<file path="src/hms_duration_text_parser_defines.svh">
// Assertion helpers for the duration parser RTL
`ifndef HMS_DURATION_TEXT_PARSER_DEFINES_SVH
`define HMS_DURATION_TEXT_PARSER_DEFINES_SVH

`ifndef SYNTHESIS

// Same-cycle implication, disabled while reset is asserted
`define HMS_ASSERT_IMPL(label, clk, rst_n, ante, cons) \
    label: assert property (@(posedge clk) disable iff (!(rst_n)) (ante) |-> (cons)) \
        else $error("assertion failed: same-cycle implication");

// Next-cycle implication, disabled while reset is asserted
`define HMS_ASSERT_NEXT(label, clk, rst_n, ante, cons) \
    label: assert property (@(posedge clk) disable iff (!(rst_n)) (ante) |=> (cons)) \
        else $error("assertion failed: next-cycle implication");

`else

`define HMS_ASSERT_IMPL(label, clk, rst_n, ante, cons)
`define HMS_ASSERT_NEXT(label, clk, rst_n, ante, cons)

`endif

`endif

</file>
<file path="src/hms_pkg.sv">
package hms_pkg;

    // Character codes
    localparam logic [7:0] CH_SPACE  = 8'h20;
    localparam logic [7:0] CH_TAB    = 8'h09;
    localparam logic [7:0] CH_CR     = 8'h0D;
    localparam logic [7:0] CH_COLON  = 8'h3A;
    localparam logic [7:0] CH_ZERO   = 8'h30;
    localparam logic [7:0] CH_NINE   = 8'h39;

    // Field bookkeeping
    localparam logic [1:0] FIELDS_NONE = 2'd0;
    localparam logic [1:0] FIELDS_MS   = 2'd1;
    localparam logic [1:0] FIELDS_HMS  = 2'd2;

    // Scale factors
    localparam logic [31:0] SEC_PER_HOUR = 32'd3600;
    localparam logic [31:0] SEC_PER_MIN  = 32'd60;

    // One input character transaction
    typedef struct packed {
        logic [7:0] text_char;
        logic       char_present;
        logic       is_last;
    } t_char_item;

    // Split fields of one finished string
    typedef struct packed {
        logic        ok;
        logic [31:0] hours;
        logic [31:0] minutes;
        logic [31:0] seconds;
    } t_hms_fields;

endpackage

</file>
<file path="src/hms_char_if.sv">
interface hms_char_if;
    logic       valid;
    logic       ready;
    logic [7:0] text_char;
    logic       char_present;
    logic       is_last;

    modport source (output valid, output text_char, output char_present,
                    output is_last, input ready);
    modport sink   (input valid, input text_char, input char_present,
                    input is_last, output ready);
endinterface

</file>
<file path="src/hms_result_if.sv">
interface hms_result_if;
    logic        valid;
    logic        ready;
    logic        parse_ok;
    logic [31:0] total_seconds;

    modport source (output valid, output parse_ok, output total_seconds, input ready);
    modport sink   (input valid, input parse_ok, input total_seconds, output ready);
endinterface

</file>
<file path="src/hms_parse.sv">
module hms_parse
    import hms_pkg::*;
(
    input  logic        i_clk,
    input  logic        i_rst_n,
    input  logic        i_valid,
    input  t_char_item  i_item,
    output logic        o_take,
    input  logic        i_down_ready,
    output logic        o_valid,
    output t_hms_fields o_fields
);

    logic        r_seen_nonspace, n_seen_nonspace;
    logic        r_space_pending, n_space_pending;
    logic        r_failed,        n_failed;
    logic [1:0]  r_fields_closed, n_fields_closed;
    logic        r_field_nonempty, n_field_nonempty;
    logic [31:0] r_digit_accum,   n_digit_accum;
    logic [31:0] r_first_field,   n_first_field;
    logic [31:0] r_second_field,  n_second_field;

    logic        r_valid;
    t_hms_fields r_fields, n_fields;

    logic        w_is_ws;
    logic        w_is_digit;
    logic [31:0] w_digit;
    logic        w_res_slot;

    // Take a character unless it ends a string and the result slot is full and not draining
    assign w_res_slot = !r_valid || i_down_ready;
    assign o_take     = i_valid && (!i_item.is_last || w_res_slot);

    // Classify the character
    always_comb begin
        w_is_ws    = (i_item.text_char inside {CH_SPACE, [CH_TAB:CH_CR]});
        w_is_digit = (i_item.text_char inside {[CH_ZERO:CH_NINE]});
        w_digit    = {28'd0, i_item.text_char[3:0]};
    end

    // Advance the scan state by one character
    always_comb begin
        n_seen_nonspace  = r_seen_nonspace;
        n_space_pending  = r_space_pending;
        n_failed         = r_failed;
        n_fields_closed  = r_fields_closed;
        n_field_nonempty = r_field_nonempty;
        n_digit_accum    = r_digit_accum;
        n_first_field    = r_first_field;
        n_second_field   = r_second_field;
        if (i_item.char_present) begin
            if (w_is_ws) begin
                if (r_seen_nonspace) begin
                    n_space_pending = 1'b1;
                end
            end else begin
                if (r_space_pending) begin
                    n_failed = 1'b1;
                end
                n_seen_nonspace = 1'b1;
                if (i_item.text_char == CH_COLON) begin
                    if (!r_field_nonempty || r_fields_closed >= FIELDS_HMS) begin
                        n_failed = 1'b1;
                    end else begin
                        if (r_fields_closed == FIELDS_NONE) begin
                            n_first_field = r_digit_accum;
                        end else begin
                            n_second_field = r_digit_accum;
                        end
                        n_fields_closed  = r_fields_closed + 2'd1;
                        n_digit_accum    = '0;
                        n_field_nonempty = 1'b0;
                    end
                end else if (w_is_digit) begin
                    // accum * 10 as two shifts, wrapping at 32 bits
                    n_digit_accum    = (r_digit_accum << 3) + (r_digit_accum << 1) + w_digit;
                    n_field_nonempty = 1'b1;
                end else begin
                    n_failed = 1'b1;
                end
            end
        end
    end

    // Split the finished string into hours, minutes and seconds
    always_comb begin
        n_fields.ok      = !n_failed && n_seen_nonspace && n_field_nonempty;
        n_fields.seconds = n_digit_accum;
        case (n_fields_closed)
            FIELDS_MS: begin
                n_fields.hours   = '0;
                n_fields.minutes = n_first_field;
            end
            FIELDS_HMS: begin
                n_fields.hours   = n_first_field;
                n_fields.minutes = n_second_field;
            end
            default: begin
                n_fields.hours   = '0;
                n_fields.minutes = '0;
            end
        endcase
    end

    // Hold scan state; clear it after the last character of a string
    always_ff @(posedge i_clk) begin
        if (!i_rst_n) begin
            r_seen_nonspace  <= 1'b0;
            r_space_pending  <= 1'b0;
            r_failed         <= 1'b0;
            r_fields_closed  <= FIELDS_NONE;
            r_field_nonempty <= 1'b0;
            r_digit_accum    <= '0;
            r_first_field    <= '0;
            r_second_field   <= '0;
        end else if (o_take) begin
            if (i_item.is_last) begin
                r_seen_nonspace  <= 1'b0;
                r_space_pending  <= 1'b0;
                r_failed         <= 1'b0;
                r_fields_closed  <= FIELDS_NONE;
                r_field_nonempty <= 1'b0;
                r_digit_accum    <= '0;
                r_first_field    <= '0;
                r_second_field   <= '0;
            end else begin
                r_seen_nonspace  <= n_seen_nonspace;
                r_space_pending  <= n_space_pending;
                r_failed         <= n_failed;
                r_fields_closed  <= n_fields_closed;
                r_field_nonempty <= n_field_nonempty;
                r_digit_accum    <= n_digit_accum;
                r_first_field    <= n_first_field;
                r_second_field   <= n_second_field;
            end
        end
    end

    // Result slot valid
    always_ff @(posedge i_clk) begin
        if (!i_rst_n) begin
            r_valid <= 1'b0;
        end else if (o_take && i_item.is_last) begin
            r_valid <= 1'b1;
        end else if (i_down_ready) begin
            r_valid <= 1'b0;
        end
    end

    // Result slot payload
    always_ff @(posedge i_clk) begin
        if (o_take && i_item.is_last) begin
            r_fields <= n_fields;
        end
    end

    assign o_valid  = r_valid;
    assign o_fields = r_fields;

endmodule

</file>
<file path="src/hms_sum.sv">
module hms_sum
    import hms_pkg::*;
(
    input  logic        i_clk,
    input  logic        i_rst_n,
    input  logic        i_valid,
    input  t_hms_fields i_fields,
    output logic        o_ready,
    output logic        o_valid,
    output logic        o_parse_ok,
    output logic [31:0] o_total_seconds,
    input  logic        i_ready
);

    logic        r_prod_valid;
    logic        r_prod_ok;
    logic [31:0] r_hour_sec;
    logic [31:0] r_min_sec;
    logic [31:0] r_sec;

    logic        r_out_valid;
    logic        r_out_ok;
    logic [31:0] r_out_total;

    logic        w_out_load;
    logic        w_prod_load;
    logic [31:0] w_total;

    // Pipeline handshake: each stage loads when empty or draining
    assign w_out_load  = r_prod_valid && (!r_out_valid || i_ready);
    assign o_ready     = !r_prod_valid || !r_out_valid || i_ready;
    assign w_prod_load = i_valid && o_ready;

    // Product stage valid
    always_ff @(posedge i_clk) begin
        if (!i_rst_n) begin
            r_prod_valid <= 1'b0;
        end else if (o_ready) begin
            r_prod_valid <= i_valid;
        end
    end

    // Scale hours and minutes to seconds, wrapping at 32 bits
    always_ff @(posedge i_clk) begin
        if (w_prod_load) begin
            r_prod_ok  <= i_fields.ok;
            r_hour_sec <= i_fields.hours * SEC_PER_HOUR;
            r_min_sec  <= i_fields.minutes * SEC_PER_MIN;
            r_sec      <= i_fields.seconds;
        end
    end

    // Add the parts; force zero on a bad string
    assign w_total = r_prod_ok ? (r_hour_sec + r_min_sec + r_sec) : '0;

    // Output register valid
    always_ff @(posedge i_clk) begin
        if (!i_rst_n) begin
            r_out_valid <= 1'b0;
        end else if (w_out_load) begin
            r_out_valid <= 1'b1;
        end else if (i_ready) begin
            r_out_valid <= 1'b0;
        end
    end

    // Output register payload
    always_ff @(posedge i_clk) begin
        if (w_out_load) begin
            r_out_ok    <= r_prod_ok;
            r_out_total <= w_total;
        end
    end

    assign o_valid         = r_out_valid;
    assign o_parse_ok      = r_out_ok;
    assign o_total_seconds = r_out_total;

endmodule

</file>
<file path="src/hms_duration_text_parser.sv">
// Channel    Dir  Payload                               Transaction
// i_char     in   text_char, char_present, is_last      one character of the string
// o_result   out  parse_ok, total_seconds               one result per string
//
// One character per cycle, sustained, with the output never stalled.
// A result passes through these registers on its way to the output, in order:
// input register, scan stage, multiply stage, sum/output register.
// Reset (synchronous, active low) empties all stages and clears the scan state.
// A stalled output backs up the pipeline one stage at a time; characters that do
// not end a string keep flowing into the scan state while a result waits.
`include "hms_duration_text_parser_defines.svh"

module hms_duration_text_parser
    import hms_pkg::*;
(
    input  logic        i_clk,
    input  logic        i_rst_n,
    hms_char_if.sink    i_char,
    hms_result_if.source o_result
);

    logic        r_in_valid;
    t_char_item  r_in_item;

    logic        w_take;
    logic        w_fields_valid;
    t_hms_fields w_fields;
    logic        w_sum_ready;
    logic        w_res_bad;

    // Accept a new character while the input register is empty or draining
    assign i_char.ready = !r_in_valid || w_take;

    // Input register valid
    always_ff @(posedge i_clk) begin
        if (!i_rst_n) begin
            r_in_valid <= 1'b0;
        end else if (i_char.ready) begin
            r_in_valid <= i_char.valid;
        end
    end

    // Input register payload
    always_ff @(posedge i_clk) begin
        if (i_char.valid && i_char.ready) begin
            r_in_item.text_char    <= i_char.text_char;
            r_in_item.char_present <= i_char.char_present;
            r_in_item.is_last      <= i_char.is_last;
        end
    end

    // Scan the character stream and split the fields
    hms_parse u_parse (
        .i_clk        (i_clk),
        .i_rst_n      (i_rst_n),
        .i_valid      (r_in_valid),
        .i_item       (r_in_item),
        .o_take       (w_take),
        .i_down_ready (w_sum_ready),
        .o_valid      (w_fields_valid),
        .o_fields     (w_fields)
    );

    // Scale and add into the result
    hms_sum u_sum (
        .i_clk           (i_clk),
        .i_rst_n         (i_rst_n),
        .i_valid         (w_fields_valid),
        .i_fields        (w_fields),
        .o_ready         (w_sum_ready),
        .o_valid         (o_result.valid),
        .o_parse_ok      (o_result.parse_ok),
        .o_total_seconds (o_result.total_seconds),
        .i_ready         (o_result.ready)
    );

    // Flag a presented result for a bad string
    assign w_res_bad = o_result.valid && !o_result.parse_ok;

    // Checks
    `HMS_ASSERT_NEXT(a_in_load, i_clk, i_rst_n, i_char.valid && i_char.ready, r_in_valid)
    `HMS_ASSERT_IMPL(a_in_free, i_clk, i_rst_n, !r_in_valid, i_char.ready)
    `HMS_ASSERT_IMPL(a_zero_on_fail, i_clk, i_rst_n, w_res_bad, o_result.total_seconds == 32'd0)

endmodule
</file>
<file path="src/flat_wrapper.sv">
// flat-port wrapper written by rule: the top's interface ports become plain ports
module hms_duration_text_parser_flat import hms_pkg::*;
  (i_clk, i_rst_n, i_char_valid, i_char_text_char, i_char_char_present, i_char_is_last, i_char_ready, o_result_valid, o_result_parse_ok, o_result_total_seconds, o_result_ready);
  hms_char_if i_char_i ();
  hms_result_if o_result_i ();
  input  logic i_clk;
  input  logic i_rst_n;
  input wire logic [$bits(i_char_i.valid)-1:0] i_char_valid;
  input wire logic [$bits(i_char_i.text_char)-1:0] i_char_text_char;
  input wire logic [$bits(i_char_i.char_present)-1:0] i_char_char_present;
  input wire logic [$bits(i_char_i.is_last)-1:0] i_char_is_last;
  output wire logic [$bits(i_char_i.ready)-1:0] i_char_ready;
  output wire logic [$bits(o_result_i.valid)-1:0] o_result_valid;
  output wire logic [$bits(o_result_i.parse_ok)-1:0] o_result_parse_ok;
  output wire logic [$bits(o_result_i.total_seconds)-1:0] o_result_total_seconds;
  input wire logic [$bits(o_result_i.ready)-1:0] o_result_ready;
  assign i_char_i.valid = i_char_valid;
  assign i_char_i.text_char = i_char_text_char;
  assign i_char_i.char_present = i_char_char_present;
  assign i_char_i.is_last = i_char_is_last;
  assign i_char_ready = i_char_i.ready;
  assign o_result_valid = o_result_i.valid;
  assign o_result_parse_ok = o_result_i.parse_ok;
  assign o_result_total_seconds = o_result_i.total_seconds;
  assign o_result_i.ready = o_result_ready;
  hms_duration_text_parser u_core (.i_clk(i_clk), .i_rst_n(i_rst_n), .i_char(i_char_i), .o_result(o_result_i));
endmodule
</file>
<file path="config.mk">
export PLATFORM = sky130hd
export DESIGN_NAME = hms_duration_text_parser_flat
export DESIGN_NICKNAME = d
export VERILOG_FILES = /design/src/hms_pkg.sv /design/src/hms_char_if.sv /design/src/hms_result_if.sv /design/src/hms_parse.sv /design/src/hms_sum.sv /design/src/hms_duration_text_parser.sv /design/src/flat_wrapper.sv
export VERILOG_INCLUDE_DIRS = /design/src /design/src/src
export SDC_FILE = /design/constraint.sdc
export NUM_CORES = 1
export LEC_CHECK = 0
export ABC_AREA = 0
export BUFFER_PORTS_ARGS = -buffer_cell sky130_fd_sc_hd__buf_2
export CORE_MARGIN = 2
export CORE_UTILIZATION = 55
export DETAILED_ROUTE_END_ITERATION = 12
export PLACE_DENSITY_LB_ADDON = 0.2
export RECOVER_POWER = 100
export SYNTH_ARGS = -nofsm -noshare
export SYNTH_HDL_FRONTEND = slang
export SYNTH_HIERARCHICAL = 1
export SYNTH_SLANG_ARGS = --single-unit
</file>
<file path="constraint.sdc">
create_clock -name i_clk -period 4.1 [get_ports i_clk]
set_input_delay 0.82 -clock i_clk [delete_from_list [all_inputs] [get_ports i_clk]]
set_output_delay 0.82 -clock i_clk [all_outputs]
set_load 0.05 [all_outputs]
</file>
==> flow_metrics.env, run 1 <==
export IMPL_maxCapViolCount=2
export IMPL_ys_warn_count=6
export IMPL_outcome="finished, violations left"
export IMPL_setup_slack_ns=-0.00203
export IMPL_startpoint="u_core/u_parse/o_fields[66]$_DFFE_PP_"
export IMPL_hp_start="u_core/u_parse/o_fields[0]$_DFFE_PP_"
export IMPL_hold_viol_final=0
export IMPL_worstSetupPathType="reg -> reg"
export IMPL_final_instance_count_excl_fill=2641
export IMPL_via_count=15300
export IMPL_hp_class="reg -> reg"
export IMPL_clk_pin_slew_ns=0.06
export IMPL_grt_setup_unrepaired="yes"
export IMPL_syn_area_per_cell_um2=10.8
export IMPL_netlist_area_mm2=0.0218
export IMPL_drt_iter0_drc=826
export IMPL_drc=0
export IMPL_viasPerCell=5.79
export IMPL_grt_overflow_total=0
export IMPL_slew_headroom_pct=-125
export IMPL_finalSetupViolations=1
export IMPL_root_buffer="clkbuf_16"
export IMPL_fillCellCount=3192
export IMPL_postCtsHoldBufs=0
export IMPL_ant_nets=0
export IMPL_critical_path_required_ns=4.39
export IMPL_crit_fanout=2
export IMPL_grt_pass1_wl_mm=80.6
export IMPL_start_kind="flip-flop"
export IMPL_min_period_ns=4.10
export IMPL_die_y_um=203
export IMPL_wl_per_cell_um=19.0
export IMPL_numCtsBuffers=37
export IMPL_tightest_slew_ns=3.36
export IMPL_irDropWorstVdd_mv=0.330
export IMPL_post_route_period_util_pct=100
export IMPL_num_rows=72
export IMPL_core_mm2=0.0389
export IMPL_worst_hold_slack_ns=0.413
export IMPL_skew_ns=0.0222
export IMPL_report_final_slew_viol_count=79
export IMPL_cts_tree="built"
export IMPL_gp_congestion=0.939
export IMPL_syn_num_nets=2349
export IMPL_dieArea_mm2=0.0413
export IMPL_area_growth_synth_to_final_pct=10.4
export IMPL_cp_end_kind="flip-flop"
export IMPL_start_util_pct=56.0
export IMPL_reg2reg_from="u_core/u_parse/o_fields[66]$_DFFE_PP_"
export IMPL_first_pass_iters=5
export IMPL_portBuffers=48
export IMPL_drive_gt1_share_pct=7.91
export IMPL_netlist_instances=2026
export IMPL_arrival_ns=4.40
export IMPL_antenna_found_initial=0
export IMPL_grt_pass1_vias=15700
export IMPL_ios=49
export IMPL_clk_latency_ns=0.56
export IMPL_place_inst=2570
export IMPL_nets=2417
export IMPL_die_x_um=203
export IMPL_grt_max_degree=74
export IMPL_hpwl_mm=37.8
export IMPL_cts_sinks=327
export IMPL_antennaDiodeCount=0
export IMPL_clk_path_buf_depth=3
export IMPL_wl_mm=50.2
export IMPL_grtUsageTotal_pct=24.9
export IMPL_p_per_area_mw_per_mm2=395
export IMPL_cellLeakagePower_nw=9.87
export IMPL_violations="max-capacitance violations, max-slew violations, negative setup slack"
export IMPL_htree_levels=2
export IMPL_fmax_mhz=244
final timing paths:
path,end,cells after the start,slack [ns]
max,u_core/u_sum/r_hour_sec[29]$_DFFE_PP_,17,-0.002
min,u_core/u_sum/r_sec[0]$_DFFE_PP_,0,0.41
max reg2reg,u_core/u_sum/r_hour_sec[29]$_DFFE_PP_,17,-0.002
min reg2reg,u_core/u_sum/r_sec[0]$_DFFE_PP_,0,0.41
metal layers:
metal / routed length, µm / vias to the layer above / global-route usage, %
li1: - / 7405 / -
met1: 22000 / 7392 / 31.5
met2: 23700 / 390 / 42.1
met3: 2680 / 112 / 4.64
met4: 1820 / 0 / 9.91
met5: 0 / - / 0
cell usage in the layout (no fill, tap or decap), types with 66 or more instances in the layout:
master / n
a21oi_1: 108
dfxtp_1: 102
edfxtp_1: 225
fa_1: 122
ha_1: 177
inv_1: 183
nand2_1: 129
nor2_1: 105
o21ai_0: 104
xnor2_1: 66
critical path: stages (launching register included):
cell,delay (ns)
edfxtp_1,0.37
inv_2,0.07
fa_1,0.52
inv_1,0.04
ha_1,0.26
inv_1,0.04
fa_1,0.48
inv_2,0.04
ha_4,0.27
ha_4,0.19
nor2b_4,0.12
o31a_1,0.25
o311a_1,0.36
o211ai_1,0.17
buf_4,0.16
a21boi_1,0.10
o41ai_2,0.28
xnor2_1,0.11
report_power, final:
part	total, mW	switching [mW]	internal (mW)
Combinational	2.33	1.32	1.01
Sequential	3.77	0.0571	3.72
Clock	3.40	1.39	2.00
Total	9.50	2.77	6.73
repair_timing:
item / 4_1_cts / 5_1_grt
setup endpoints to repair: 2 / 10
resized for setup: 13 / 19
cloned: 0 / 0
pin swaps: 3 / 7
setup buffers: 2 / 1
stage by stage:
stage | cell area, µm² | utilization, % | setup slack [ns] | TNS, ns | total power, mW
2_1_floorplan | 21800 | - | 0.101 | 0 | 5.49
3_3_place_gp | 22800 | 58.6 | -0.164 | -0.259 | 6.00
3_5_place_dp | 22800 | 58.6 | -0.194 | -0.336 | 6.05
4_1_cts | 24200 | 62.1 | 0.000246 | 0 | 9.52
5_1_grt | 24100 | 61.9 | -0.104 | -0.509 | 9.96
6_report | 24100 | 61.9 | -0.00203 | -0.00203 | 9.50
cell type report:
| cell class | count | area (µm²) | area share (%) |
|---|---|---|---|
| sequential | 327 | 8800 | 36.5 |
| multi-input combinational | 1431 | 12100 | 50.1 |
| inverter | 192 | 722 | 3.00 |
| clock inverter | 25 | 263 | 1.09 |
| timing repair buffer | 105 | 586 | 2.43 |
| tap | 518 | 648 | 2.69 |
| clock buffer | 43 | 990 | 4.11 |
state kept, by name, indices dropped and copies added (netlist names), 2 cells and up:
register and flops:
u_core/u_sum/r_sec 32, u_core/u_sum/o_total_seconds 32, u_core/u_parse/r_second_field 30, u_core/u_parse/r_fields_closed 2
u_core/r_in_item 10, u_core/u_parse/o_fields 91, u_core/u_parse/r_first_field 30, u_core/u_sum/r_min_sec 30
u_core/u_sum/r_hour_sec 28, u_core/u_parse/r_digit_accum 32
(Power assumes the default switching activity.)
==> run 2, diff against run 1 <==
--- a/config.mk
+++ b/config.mk
@@ -7,7 +7,7 @@
 export NUM_CORES = 1
 export LEC_CHECK = 0
 export ABC_AREA = 0
-export BUFFER_PORTS_ARGS = -buffer_cell sky130_fd_sc_hd__buf_2
+export BUFFER_PORTS_ARGS = -buffer_cell sky130_fd_sc_hd__buf_4
 export CORE_MARGIN = 2
 export CORE_UTILIZATION = 55
 export DETAILED_ROUTE_END_ITERATION = 12
==> constraint.sdc (replaced) <==
create_clock -name i_clk -period 3.99 [get_ports i_clk]
set_input_delay 0.798 -clock i_clk [delete_from_list [all_inputs] [get_ports i_clk]]
set_output_delay 0.798 -clock i_clk [all_outputs]
set_load 0.05 [all_outputs]
==> flow_metrics.env, run 2 (synthesis gave the netlist of run 1 again) <==
export IMPL_ant_nets=0
export IMPL_r2r_cells=18
export IMPL_post_route_period_util_pct=104
export IMPL_worst_hold_slack_ns=0.413
export IMPL_hpwl_mm=37.2
export IMPL_final_common_cell="edfxtp_1"
export IMPL_gp_congestion=0.907
export IMPL_drc=0
export IMPL_postCtsHoldBufs=0
export IMPL_antennaDiodeCount=0
export IMPL_core_mm2=0.0389
export IMPL_finish_instance_area_mm2=0.0243
export IMPL_first_pass_iters=6
export IMPL_drt_iter0_drc=942
export IMPL_r2r_setup_slack_ns=-0.18
export IMPL_wl_mm=49.9
export IMPL_slew_headroom_pct=-126
export IMPL_holdPathStages=0
export IMPL_viasPerCell=5.81
export IMPL_fmax_mhz=240
export IMPL_hp_class="reg -> reg"
export IMPL_grt_pass1_vias=15700
export IMPL_largest_register_ff_count=91
export IMPL_cts_tree="built"
export IMPL_grt_max_degree=92
export IMPL_die_x_um=203
export IMPL_critical_path_required_ns=4.28
export IMPL_hold_path_end="u_core/u_sum/r_sec[16]$_DFFE_PP_"
export IMPL_slowest_stage="fa_1"
export IMPL_total_power_mw=9.75
export IMPL_dieArea_mm2=0.0413
export IMPL_grt_pass1_wl_mm=80.3
export IMPL_worstReg2RegEnd="u_core/u_sum/r_hour_sec[31]$_DFFE_PP_"
export IMPL_skew_ns=0.0280
export IMPL_hold_viol_final=0
export IMPL_start_util_pct=56.0
export IMPL_outcome="finished, violations left"
export IMPL_maxCapViolCount=5
export IMPL_post_route_util_pct=62.6
export IMPL_nets=2443
export IMPL_die_y_um=203
export IMPL_num_rows=72
export IMPL_drive_gt1_share_pct=9.59
export IMPL_irDropWorstVdd_mv=0.353
export IMPL_ios=49
export IMPL_slowest_delay_ns=0.53
export IMPL_worstSetupPathType="reg -> reg"
export IMPL_root_buffer="clkbuf_16"
export IMPL_min_period_ns=4.17
export IMPL_via_count=15500
export IMPL_numCtsBuffers=37
export IMPL_start_kind="flip-flop"
export IMPL_grt_setup_unrepaired="yes"
export IMPL_portBuffers=48
export IMPL_cp_end_kind="flip-flop"
export IMPL_crit_top_cell="inv_1"
export IMPL_dp_slack_ns=-0.296
export IMPL_finalSetupViolations=3
export IMPL_tightest_slew_ns=3.38
export IMPL_arrival_ns=4.46
export IMPL_violations="max-capacitance violations, max-slew violations, negative setup slack"
export IMPL_cts_sinks=327
export IMPL_clk_path_buf_depth=3
export IMPL_report_final_slew_viol_count=214
export IMPL_clk_pin_slew_ns=0.06
export IMPL_hp_start="u_core/u_parse/o_fields[16]$_DFFE_PP_"
export IMPL_startpoint="u_core/u_parse/o_fields[65]$_DFFE_PP_"
export IMPL_cellLeakagePower_nw=9.99
export IMPL_placed_area_mm2=0.0231
export IMPL_crit_fanout=2
export IMPL_cp_cell_sequence="inv_1, fa_1, inv_1, ha_1, inv_1, fa_1, inv_1, ha_4, inv_2, fa_2, nor2b_4, o31a_1, o311a_1, o211ai_1, buf_4, nand4b_1, a31oi_1, xnor2_1"
export IMPL_p_per_area_mw_per_mm2=400
export IMPL_layout_common_cells="225 x edfxtp_1, 180 x inv_1, 175 x ha_1, 129 x nand2_1, 121 x fa_1"
export IMPL_setup_slack_ns=-0.176
export IMPL_antenna_found_initial=1
export IMPL_wl_per_cell_um=18.7
export IMPL_htree_levels=2
export IMPL_area_growth_synth_to_final_pct=11.6
export IMPL_reg2reg_from="u_core/u_parse/o_fields[65]$_DFFE_PP_"
export IMPL_grt_overflow_total=0
export IMPL_clk_latency_ns=0.56
export IMPL_grtUsageTotal_pct=24.7
[run 2: cell count changes in the layout (fill, tap and decap cells not counted), sizes merged]
| cell | previous run | this run |
|---|---|---|
| buf | 49 | 73 |
| clkbuf | 99 | 107 |
| clkinv | 15 | 9 |
| bufinv | 4 | 2 |
| inv | 193 | 194 |
[run 2: through the flow]
| step | setup TNS, ns | cells |
|---|---|---|
| after global routing | -1.18 | 2666 |
| after floorplan | 0 | 2026 |
| final | -0.382 | 2666 |
| after global placement | -0.343 | 2594 |
| after detailed placement | -0.572 | 2594 |
| after CTS | -0.201 | 2661 |
[run 2: final cells by class]
| cell class | count | area (µm²) |
|---|---|---|
| Clock inverter | 18 | 175 |
| Sequential cell | 327 | 8800 |
| Fill cell | 3141 | 14600 |
| Timing Repair Buffer | 131 | 813 |
| Tap cell | 518 | 648 |
| Multi-Input combinational cell | 1431 | 12200 |
| Inverter | 192 | 722 |
| Clock buffer | 49 | 1030 |
[run 2: worst max-delay path, delay by kind of cell, from the launching register on]
| family | cells | cell delay, ns |
|---|---|---|
| and+or+nand+nor | 2 | 0.15 |
| buffers and inverters | 6 | 0.45 |
| AOI/OAI and AO/OA | 4 | 1.11 |
| xor gates and xnor gates | 1 | 0.09 |
| adders and majority gates | 5 | 1.73 |
| DFF | 1 | 0.36 |
[run 2: timing repair]
action / 4_1_cts / 5_1_grt
pin swaps: 4 / 6
setup endpoints to repair: 5 / 19
resized for setup: 12 / 33
endpoints found under the hold margin: 0 / 0
setup buffers: 0 / 5
[run 2: worst max path at each step]
stage / end / slack, ns / cells past startpoint
final: u_core/u_sum/r_hour_sec[31]$_DFFE_PP_ / -0.18 / 18
after global routing: u_core/u_sum/r_hour_sec[31]$_DFFE_PP_ / -0.27 / 16
after CTS: u_core/u_sum/r_hour_sec[31]$_DFFE_PP_ / -0.12 / 18
after detailed placement: u_core/u_sum/r_hour_sec[29]$_DFFE_PP_ / -0.30 / 16
after global placement: u_core/u_sum/r_hour_sec[29]$_DFFE_PP_ / -0.19 / 16
after floorplan: u_core/u_sum/r_hour_sec[29]$_DFFE_PP_ / 0.02 / 16
[run 2: power breakdown]
group / internal, mW / leakage [nW] / total [mW] / switching, mW
Clock: 1.98 / 0.579 / 3.36 / 1.39
Combinational: 1.10 / 6.51 / 2.50 / 1.40
Sequential: 3.82 / 2.90 / 3.88 / 0.0587
[run 2: per-layer routing]
| metal | vias to the layer above | track usage, % | part of all wire, % |
|---|---|---|---|
| li1 | 7436 | - | - |
| met1 | 7545 | 31.7 | 45 |
| met2 | 389 | 42.6 | 48 |
| met3 | 110 | 2.86 | 4.2 |
| met4 | 0 | 10.1 | 3.3 |
| met5 | - | 0 | 0 |
==> run 3, diff against run 2 <==
--- a/config.mk
+++ b/config.mk
@@ -11,8 +11,9 @@
 export CORE_MARGIN = 2
 export CORE_UTILIZATION = 55
 export DETAILED_ROUTE_END_ITERATION = 12
-export PLACE_DENSITY_LB_ADDON = 0.2
+export PLACE_DENSITY = 0.7
 export RECOVER_POWER = 100
+export SLEW_MARGIN = 30
 export SYNTH_ARGS = -nofsm -noshare
 export SYNTH_HDL_FRONTEND = slang
 export SYNTH_HIERARCHICAL = 1
==> flow_metrics.env, run 3 (synthesis gave the netlist of run 1 again) <==
export IMPL_outcome="finished, violations left"
export IMPL_violations="max-capacitance violations, max-slew violations, negative setup slack"
export IMPL_layout_common_cells="225 x edfxtp_1, 176 x inv_1, 175 x ha_1, 129 x nand2_1, 122 x fa_1"
export IMPL_final_instance_count_excl_fill=2664
export IMPL_multi_input_area_mm2=0.0121
export IMPL_ios=49
export IMPL_hold_viol_final=0
export IMPL_cp_num_buf_inv=5
export IMPL_cp_end_kind="flip-flop"
export IMPL_gp_congestion=0.945
export IMPL_num_rows=72
export IMPL_portBuffers=48
export IMPL_grt_max_degree=92
export IMPL_drt_iter0_drc=1083
export IMPL_clk_pin_slew_ns=0.06
export IMPL_place_inst=2594
export IMPL_core_mm2=0.0389
export IMPL_fillCellCount=3102
export IMPL_dp_slack_ns=-0.201
export IMPL_clk_latency_ns=0.56
export IMPL_finalSetupViolations=4
export IMPL_path_delay_family="adder cells"
export IMPL_crit_fanout=2
export IMPL_die_y_um=203
export IMPL_area_growth_synth_to_final_pct=11.9
export IMPL_report_final_slew_viol_count=242
export IMPL_tightest_slew_ns=2.67
export IMPL_irDropWorstVdd_mv=0.301
export IMPL_slowest_delay_ns=0.54
export IMPL_die_x_um=203
export IMPL_cts_sinks=327
export IMPL_start_kind="flip-flop"
export IMPL_slew_headroom_pct=-78.1
export IMPL_finish_instance_area_mm2=0.0244
export IMPL_ant_nets=0
export IMPL_placed_area_mm2=0.0231
export IMPL_min_period_ns=4.21
export IMPL_ff_latch_area_mm2=0.00880
export IMPL_cts_tree="built"
export IMPL_numCtsBuffers=37
export IMPL_via_count=15300
export IMPL_htree_levels=2
export IMPL_r2r_setup_slack_ns=-0.22
export IMPL_post_route_period_util_pct=105
export IMPL_root_buffer="clkbuf_16"
export IMPL_grt_setup_unrepaired="yes"
export IMPL_p_per_area_mw_per_mm2=407
export IMPL_fmax_mhz=238
export IMPL_cellLeakagePower_nw=10.0
export IMPL_largest_register_ff_count=91
export IMPL_final_common_cell="edfxtp_1"
export IMPL_hpwl_mm=37.6
export IMPL_grt_pass1_vias=15600
export IMPL_first_pass_iters=5
export IMPL_clk_path_buf_depth=3
export IMPL_viasPerCell=5.76
export IMPL_cp_cell_sequence="inv_2, fa_1, inv_2, ha_4, inv_2, fa_1, inv_2, ha_4, ha_4, nor2b_4, o31a_1, o311a_1, o211ai_1, buf_4, nand4b_1, a31oi_2, xnor2_1"
export IMPL_grt_overflow_total=0
export IMPL_start_util_pct=56.0
export IMPL_critical_path_required_ns=4.28
export IMPL_crit_top_cell="inv_2"
export IMPL_maxCapViolCount=5
export IMPL_nets=2441
export IMPL_worstSetupPathType="reg -> reg"
export IMPL_wl_per_cell_um=18.6
export IMPL_postCtsHoldBufs=0
export IMPL_grt_pass1_wl_mm=80.1
export IMPL_antennaDiodeCount=0
export IMPL_antenna_found_initial=1
export IMPL_skew_ns=0.0295
export IMPL_grtUsageTotal_pct=24.5
export IMPL_slowest_stage="fa_1"
export IMPL_hp_class="reg -> reg"
export IMPL_dieArea_mm2=0.0413
export IMPL_wl_mm=49.6
export IMPL_drive_gt1_share_pct=9.97
export IMPL_arrival_ns=4.50
export IMPL_setup_slack_ns=-0.216
export IMPL_drc=0
==> run 3: cell types whose count changed in the layout (fill, tap and decap cells not counted), sizes merged <==
cell      previous run  this run
clkbuf             107       105
buf                 73        69
clkinvlp             5         6
inv                194       195
clkinv               9         8
bufinv               2         5
==> run 3: metal layers <==
| metal | global-route usage, % | wire length, µm | vias to the layer above | share of wire, % |
|---|---|---|---|---|
| met5 | 0 | 0 | - | 0 |
| met4 | 9.05 | 1630 | 0 | 3.3 |
| met3 | 3.77 | 2410 | 91 | 4.9 |
| met2 | 41.8 | 23600 | 385 | 48 |
| met1 | 31.8 | 22000 | 7441 | 44 |
| li1 | - | - | 7419 | - |
==> run 3: worst paths after layout <==
| path | start | to | cells past startpoint |
|---|---|---|---|
| worst max-delay path | u_core/u_parse/o_fields[66]$_DFFE_PP_ | u_core/u_sum/r_hour_sec[31]$_DFFE_PP_ | 17 |
| worst min register to register | u_core/u_parse/o_fields[14]$_DFFE_PP_ | u_core/u_sum/r_sec[14]$_DFFE_PP_ | 0 |
| worst min-delay path | u_core/u_parse/o_fields[14]$_DFFE_PP_ | u_core/u_sum/r_sec[14]$_DFFE_PP_ | 0 |
| worst max register to register | u_core/u_parse/o_fields[66]$_DFFE_PP_ | u_core/u_sum/r_hour_sec[31]$_DFFE_PP_ | 17 |
==> run 3: cell type report <==
type / instances / area share, %
inverters: 192 / 2.96
flip-flops and latches: 327 / 36.0
clock inverters: 22 / 1.14
multi-input cells: 1431 / 49.7
clock buffers: 45 / 4.26
repair buffers: 129 / 3.26
well taps: 518 / 2.66
==> run 3: timing repair <==
action / CTS / global route
pin swaps: 5 / 5
endpoints found under the setup margin: 2 / 22
setup buffers: 1 / 2
gates resized for setup: 10 / 40
==> run 3: power breakdown <==
group	switching [mW]	internal (mW)	total, mW
logic	1.37	1.07	2.44
registers	0.0583	3.82	3.88
clock network	1.40	2.21	3.61
total	2.83	7.10	9.93
==> run 3: metrics by stage <==
step	TNS, ns	hold WS, ns	total power [mW]	util [%]
after floorplan	0	0.400	5.66	-
after global placement	-0.219	0.402	6.22	59.4
after detailed placement	-0.350	0.405	6.27	59.5
after CTS	-0.181	0.373	9.92	63.0
after global routing	-14.74	0.406	10.4	62.7
final	-0.423	0.419	9.93	62.7
==> run 3: worst register-to-register path: stages, from the launching register on <==
cell,delay (ns)
edfxtp_1,0.37
inv_2,0.07
fa_1,0.54
inv_2,0.05
ha_4,0.26
inv_2,0.04
fa_1,0.48
inv_2,0.04
ha_4,0.27
ha_4,0.19
nor2b_4,0.12
o31a_1,0.27
o311a_1,0.38
o211ai_1,0.31
buf_4,0.17
nand4b_1,0.13
a31oi_2,0.18
xnor2_1,0.08
